### src/sv/fcls_pkg.sv
package fcls_pkg;

    localparam int RULE_SLOTS = 64;
    localparam int IDX_W      = (RULE_SLOTS > 2) ? $clog2(RULE_SLOTS) : 1;
    localparam int CNT_W      = $clog2(RULE_SLOTS + 1);

    localparam logic [31:0] FULL_MASK  = 32'hffffffff;
    localparam logic [1:0]  DIR_ANY    = 2'd2;
    localparam logic [8:0]  PROTO_ICMP = 9'd1;
    localparam logic [8:0]  PROTO_TCP  = 9'd6;
    localparam logic [8:0]  PROTO_UDP  = 9'd17;
    localparam logic [8:0]  PROTO_ANY  = 9'd256;
    localparam logic [8:0]  PROTO_OTHR = 9'd257;
    localparam logic [15:0] PORT_WILD  = 16'd0;
    localparam logic [15:0] PORT_HIGH  = 16'd1024;
    localparam logic [1:0]  ACK_SET    = 2'd1;
    localparam logic [1:0]  ACK_CLEAR  = 2'd2;

    typedef enum logic [1:0] {
        OP_CLASSIFY = 2'd0,
        OP_APPEND   = 2'd1,
        OP_CLEAR    = 2'd2,
        OP_NONE     = 2'd3
    } t_op;

    typedef enum logic [2:0] {
        RSN_MATCH    = 3'd0,
        RSN_NOMATCH  = 3'd1,
        RSN_XMAS     = 3'd2,
        RSN_INACTIVE = 3'd3,
        RSN_FULL     = 3'd4
    } t_reason;

    typedef enum logic [1:0] {
        ST_IDLE,
        ST_WALK,
        ST_OUT
    } t_state;

    typedef struct packed {
        logic [31:0] src;
        logic [31:0] dst;
        logic [5:0]  src_len;
        logic [5:0]  dst_len;
        logic [1:0]  dir;
        logic [8:0]  proto;
        logic [15:0] sport;
        logic [15:0] dport;
        logic [1:0]  ack;
        logic        act;
    } t_rule;

    typedef struct packed {
        logic [1:0]  dir;
        logic [31:0] src;
        logic [31:0] dst;
        logic [8:0]  cls;
        logic [15:0] sport;
        logic [15:0] dport;
        logic        ack;
    } t_pkt;

    // packet moving down the cell row with its verdict so far
    typedef struct packed {
        logic             vld;
        logic             found;
        logic             acc;
        logic [IDX_W-1:0] idx;
        t_pkt             pkt;
    } t_walk;

endpackage

### src/sv/fcls_cell.sv
module fcls_cell import fcls_pkg::*; (
    input  logic             i_clk,
    input  logic             i_rst_n,
    input  logic             i_wr,
    input  t_rule            i_rule,
    input  logic             i_live,
    input  logic [IDX_W-1:0] i_idx,
    input  t_walk            i_walk,
    output t_walk            o_walk
);

    t_rule       r_rule;
    logic        r_vld;
    t_walk       r_walk;
    t_walk       n_walk;
    logic [31:0] sm;
    logic [31:0] dm;
    logic        hit;
    logic        l4;
    logic        sp_ok;
    logic        dp_ok;

    // rule storage for this slot
    always_ff @(posedge i_clk) begin
        if (i_wr) begin
            r_rule <= i_rule;
        end
    end

    // match of the passing packet against the held rule
    always_comb begin
        sm    = ~(FULL_MASK >> r_rule.src_len);
        dm    = ~(FULL_MASK >> r_rule.dst_len);
        l4    = (i_walk.pkt.cls == PROTO_TCP) || (i_walk.pkt.cls == PROTO_UDP);
        sp_ok = (r_rule.sport == PORT_WILD) || (i_walk.pkt.sport == r_rule.sport)
              || ((r_rule.sport == PORT_HIGH) && (i_walk.pkt.sport >= PORT_HIGH));
        dp_ok = (r_rule.dport == PORT_WILD) || (i_walk.pkt.dport == r_rule.dport)
              || ((r_rule.dport == PORT_HIGH) && (i_walk.pkt.dport >= PORT_HIGH));
        hit   = ((i_walk.pkt.src & sm) == (r_rule.src & sm))
              && ((i_walk.pkt.dst & dm) == (r_rule.dst & dm))
              && ((i_walk.pkt.dir == r_rule.dir) || (r_rule.dir == DIR_ANY)
                  || (i_walk.pkt.dir == DIR_ANY))
              && ((i_walk.pkt.cls == r_rule.proto) || (r_rule.proto == PROTO_ANY))
              && (!l4 || (sp_ok && dp_ok))
              && !((i_walk.pkt.cls == PROTO_TCP)
                   && (((r_rule.ack == ACK_SET) && !i_walk.pkt.ack)
                       || ((r_rule.ack == ACK_CLEAR) && i_walk.pkt.ack)));
        n_walk = i_walk;
        if (!i_walk.found && i_live && hit) begin
            n_walk.found = 1'b1;
            n_walk.acc   = r_rule.act;
            n_walk.idx   = i_idx;
        end
    end

    // hand the packet to the next cell
    always_ff @(posedge i_clk) begin
        if (!i_rst_n) begin
            r_vld <= 1'b0;
        end else begin
            r_vld <= i_walk.vld;
        end
    end

    always_ff @(posedge i_clk) begin
        r_walk <= n_walk;
    end

    always_comb begin
        o_walk     = r_walk;
        o_walk.vld = r_vld;
    end

endmodule

### config.mk
export PLATFORM = sky130hd
export DESIGN_NAME = fcls_cell
export DESIGN_NICKNAME = d
export VERILOG_FILES = /design/src/sv/fcls_pkg.sv /design/src/sv/fcls_cell.sv
export SDC_FILE = /design/constraint.sdc
export NUM_CORES = 1
export LEC_CHECK = 0
export CORE_UTILIZATION = 39
export CTS_BUF_LIST = sky130_fd_sc_hd__clkbuf_8
export CTS_CLUSTER_DIAMETER = 40
export DETAILED_ROUTE_END_ITERATION = 7
export DONT_BUFFER_PORTS = 1
export MAX_ROUTING_LAYER = met4
export PLACE_DENSITY_LB_ADDON = 0.12
export SYNTH_ARGS = -nofsm -noshare
export SYNTH_HDL_FRONTEND = slang
export SYNTH_SLANG_ARGS = --single-unit
### constraint.sdc
create_clock -name i_clk -period 2.3 [get_ports i_clk]
set_input_delay 0.46 -clock i_clk [delete_from_list [all_inputs] [get_ports i_clk]]
set_output_delay 0.46 -clock i_clk [all_outputs]
set_load 0.005 [all_outputs]
==> results of run 1 <==
-- cells in the mapped netlist (all sizes together), types with 2 or more instances --
| cell | count | area, um2 |
|---|---|---|
| edfxtp | 122 | 3660 |
| or4bb | 2 | 22.5 |
| nor3 | 9 | 55.1 |
| nor2b | 6 | 37.5 |
| nor2 | 12 | 45.0 |
| o21a | 6 | 45.0 |
| or3 | 3 | 23.8 |
| o211ai | 2 | 15.0 |
| buf | 7 | 48.8 |
| nor4 | 25 | 184 |
| clkbuf | 9 | 33.8 |
| a21oi | 22 | 110 |
| xnor2 | 40 | 350 |
| o21ai | 21 | 105 |
| a21o | 2 | 15.0 |
| xor2 | 66 | 578 |
| mux2 | 7 | 105 |
| nand2 | 8 | 30.0 |
| a211oi | 4 | 30.0 |
| nand4 | 10 | 77.6 |
| and2 | 2 | 12.5 |
| nand2b | 2 | 12.5 |
| o2111ai | 3 | 26.3 |
| or4 | 4 | 33.8 |
| o221ai | 3 | 26.3 |
| a211o | 2 | 17.5 |
| maj3 | 3 | 30.0 |
| dfxtp | 117 | 2340 |
| inv | 2 | 7.51 |
| a31oi | 4 | 25.0 |
| or2 | 3 | 18.8 |
| and3 | 2 | 12.5 |
| nand3 | 12 | 60.1 |
| o22ai | 7 | 43.8 |
-- stage by stage --
| stage | std cells | setup TNS (ns) | util (%) |
|---|---|---|---|
| 3_3_place_gp | 890 | -4.27 | 43.6 |
| 3_5_place_dp | 890 | -4.04 | 43.6 |
| 2_1_floorplan | 559 | -0.714 | - |
-- cell families after synthesis --
kind of cell,count (synthesis)
adders and majority gates,3
buffers and inverters,18
DFF,239
and+or+nand+nor,103
xor gates and xnor gates,106
AOI/OAI and AO/OA,83
muxes,7
==> summary.log, run 1 <==
qor: synth.avgSynthCellArea 14.9 um2
qor: synth.synthArstFlopShare 0%
qor: synth.post_synth_num_cell_types 55
qor: synth.compound_cell_area_share_of_the_yosys_netlist 6.29%
qor: synth.commonest_register_cell_after_synthesis edfxtp_1
qor: placement.dpl-instance-area 9140 um2
qor: floorplan.ios 366
qor: synth.syn-cell-area 8330 um2
qor: synth.ys_ff_latch 239
qor: status.first-error [ERROR RSZ-0060] Max buffer count reached.
qor: synth.yosys-mux-area-fraction 1.26%
qor: status.status aborted with a tool error
qor: placement.estimated_wirelength_of_the_detail_placed_design 16200 um
qor: synth.synth-adder-area-share 0.360%
qor: cts.postCtsSetupRepairBufs 3
qor: synth.synth_xor_xnor_area_share 11.1%
qor: synth.yosysWarningCount 0
qor: synth.dominant_combinational_cell_family_by_area_after_synthesis XOR/XNOR gates
qor: placement.number_of_input_and_output_port_buffers_inserted 0
qor: cts.cts_htree_levels 2
qor: floorplan.chipWidth 148 um
qor: synth.number_of_flops_mapped_to_enable_cells_by_yosys 122
qor: floorplan.rows 53
qor: synth.synth_seq_area_share 72.1%
qor: cts.tritoncts.num_buffers 40
qor: cts.cts_hold_buffers 194
qor: placement.gp_routability_congestion 0.853
qor: synth.number_of_instances_in_the_synthesized_netlist 559
qor: placement.post-place-ws -0.528 ns
qor: cts.cts.repair.resized 7
qor: floorplan.floorplan_die_height 148 um
qor: floorplan.start_util 39.8%
qor: cts.clock_tree.root_cell clkbuf_8
qor: synth.synth_simple_gate_area_share 7.79%
qor: synth.postSynthNetCount 808
qor: cts.clk_path_buf_depth 3
qor: cts.clkSinkCount 239
qor: status.stop_stage clock tree synthesis
==> inputs of run 2 (changes only) <==
Settings changed: CORE_UTILIZATION 39 to 24, CTS_BUF_LIST sky130_fd_sc_hd__clkbuf_8 to unset, CTS_CLUSTER_DIAMETER 40 to unset, MAX_ROUTING_LAYER met4 to unset, PLACE_DENSITY_LB_ADDON 0.12 to 0.15.
Clock period 2.3 ns to 3 ns, I/O delays scaled along.
==> summary.log, run 2 <==
qor: synth.number_of_flops_mapped_to_enable_cells_by_yosys 122
qor: synth.synthArstFlopShare 0%
qor: flow_run.timing.max_cap.violations 0
qor: synth.ys_ff_latch 239
qor: drt.viasPerCell 4.32
qor: worst_setup_path.reg2reg_setup_slack 0.11 ns
qor: timing.timing.final.max_slew_violations 0
qor: global_route.grtUsageTotal 12.3%
qor: min_path.hold_start i_walk[89]
qor: power.leakagePower 3.47 nW
qor: finish.number_of_nets_at_the_end_of_the_flow 837
qor: finish.layout_common_cells edfxtp_1, dfxtp_1, xor2_1
qor: cts.cts_hold_buffers 0
qor: floorplan.start_util 24.6%
qor: finish.multi_input_comb_area 2240 um2
qor: synth.postSynthNetCount 808
qor: floorplan.floorplan_die_height 188 um
qor: timing.max_slew_margin 57.5%
qor: finish.mostFrequentLayoutCell edfxtp_1
qor: floorplan.ios 366
qor: synth.yosysMostFrequentCell edfxtp_1
qor: floorplan.chipWidth 188 um
qor: worst_setup_path.rr_startpoint r_rule[54]$_DFFE_PP_
qor: timing.final_setup_fails 0
qor: synth.avgSynthCellArea 14.9 um2
qor: placement.dpl-instance-area 8940 um2
qor: cts.clock_tree.root_cell clkbuf_16
qor: finish.synth_to_layout_area_growth 18.5%
qor: worst_setup_path.crit_type reg -> reg
qor: timing.period_needed 2.89 ns
qor: cts.cts_htree_levels 1
qor: drt.dr_iter_0_viols 244
qor: placement.estimated_wirelength_of_the_detail_placed_design 17900 um
qor: min_path.min-delay-path-class in -> reg
qor: worst_setup_path.worst-endpoint-arrival 3.30 ns
qor: synth.synth.top_cell.area_share 44.0%
qor: cts.post_cts_clock_slew_at_the_launch_and_capture_registers_of_the_worst_setup_and_hold_paths 0.07 ns
qor: worst_setup_path.worstPathMaxFanout 12
qor: timing.setup_repair_after_global_routing_missed_its_margin no
qor: finish.largest_register r_rule
qor: finish.post_route_cells_drive_above_1_share 13.0%
qor: synth.post-synth-top-area-cell edfxtp_1
qor: status.status finished, final reports clean
qor: cts.tritoncts.num_buffers 26
qor: timing.worst-slew-pin-transition 0.629 ns
qor: synth.number_of_instances_in_the_synthesized_netlist 559
qor: finish.largest_register_ffs 122
qor: synth.post_synth_num_cell_types 55
qor: timing.fmax 347 MHz
qor: synth.commonest_register_cell_after_synthesis edfxtp_1
qor: worst_setup_path.start_kind flop
qor: synth.synth_seq_area_share 72.1%
qor: synth.synth.top_cells.by_count edfxtp_1, dfxtp_1, xor2_1, xnor2_1
qor: power.max-vdd-ir-drop 0.431 mV
qor: floorplan.die_area 35500 um2
qor: worst_setup_path.cp_slowest_stage_delay 0.45 ns
qor: drt.via_count_of_the_routed_design 4566
qor: worst_setup_path.critical-path-slowest-cell edfxtp_1
qor: timing.fin_crit_sh 96.2%
qor: drt.finalWirelength 22900 um
qor: timing.fin_skew 0.00838 ns
qor: global_route.via_count_of_the_first_global_routing_pass 4946
qor: worst_setup_path.worst_setup_ep_type flop
qor: power.power_density 768 nW/um2
qor: floorplan.coreArea 33900 um2
qor: worst_setup_path.critical_path.startpoint r_rule[54]$_DFFE_PP_
qor: finish.fillerInstances 3361
qor: synth.yosysWarningCount 0
qor: timing.finalHoldViolations 0
qor: cts.clkSinkCount 239
qor: synth.top_area_cells_in_the_synthesized_netlist edfxtp_1, dfxtp_1, xor2_1, xnor2_1, nor4_1
qor: drt.drc 0
qor: timing.finalSetupTns 0 ns
qor: placement.gp_routability_congestion 0.814
qor: cts.insertion_delay 0.54 ns
qor: placement.number_of_input_and_output_port_buffers_inserted 0
qor: worst_setup_path.cp_cell_sequence buf_4 -> a2111oi_1 -> o22ai_1 -> nor3_1 -> nand4_1 -> nor4_2 -> nand4_4 -> mux2_4
qor: cts.clk_path_buf_depth 3
qor: drt.final_antenna_net_count 0
qor: global_route.antenna_found_initial 1
qor: cts.postCtsSetupRepairBufs 0
qor: cts.tritoncts_clock_tree done
qor: drt.first_pass_iters 4
qor: drt.avgRoutedWirePerCell 21.6 um
qor: synth.syn-cell-area 8330 um2
qor: finish.finalInstanceArea 9870 um2
qor: worst_setup_path.critical_path_required 3.42 ns
qor: finish.area.sequential 6010 um2
qor: global_route.gr-total-overflow 0
qor: global_route.largest_net_degree_at_the_start_of_global_routing 123
qor: global_route.first_pass_grt_wire_length 32100 um
qor: floorplan.rows 67
-- run 2: worst paths after layout --
path / to / cells after the start
setup reg to reg: o_walk[108]$_DFF_P_ / 8
hold reg to reg: o_walk[114]$_DFF_P_ / 1
setup / recovery: o_walk[108]$_DFF_P_ / 8
hold / removal: o_walk[89]$_DFF_P_ / 0
-- run 2: cell type report --
cell class,instances,share of cell area (%)
Antenna cell,1,0.0253
Clock buffer,36,8.35
Inverter,2,0.0760
Tap cell,448,5.68
Clock inverter,12,1.06
Sequential cell,239,60.8
Multi-Input combinational cell,302,22.7
Timing Repair Buffer,17,1.29
-- run 2: repair_timing --
action                                  in CTS  in global routing
resized for setup                            0                  1
endpoints found under the setup margin       0                  7
hold endpoints to repair                     0                  0
-- run 2: metal layers --
metal	up-vias	global-route usage, %	wire [um]
li1	2119	-	-
met1	2180	13.9	8870
met2	233	21.9	11600
met3	34	3.48	1830
met4	0	4.47	563
met5	-	0	0
-- run 2: kinds of logic after synthesis --
group           synth area share (%)
flops                           72.1
xor+xnor                        11.1
simple gates                    7.79
compound gates                  6.29
buf+inv                         1.08
mux                             1.26
fa+ha+maj                      0.360
-- run 2: stage by stage --
stage          util (%)  setup slack [ns]  hold WS (ns)  power (W)  instances
5_1_grt            29.1            0.0374        0.0497    0.00787       1057
6_report           29.1             0.114        0.0836    0.00758       1057
3_3_place_gp       26.4            0.0878         0.458    0.00431       1008
4_1_cts            29.1             0.137        0.0516    0.00770       1056
2_1_floorplan         -             0.566         0.453    0.00414        559
3_5_place_dp       26.4            0.0880         0.481    0.00431       1008
-- run 2: worst max-delay path, delay by kind of cell (launching register included) --
family / cells / cell delay, ns
muxes: 1 / 0.38
buffers and inverters: 1 / 0.21
and+or+nand+nor: 4 / 1.15
AOI/OAI and AO/OA: 2 / 0.58
DFF: 1 / 0.45
-- run 2: report_power, final --
group          switching [W]  total, W  leakage, nW  internal, W
Clock                0.00132   0.00334        0.461      0.00202
Sequential          0.000135   0.00381         2.18      0.00367
Combinational       0.000230  0.000429        0.831     0.000199
Power figures use the tool's default switching activity.
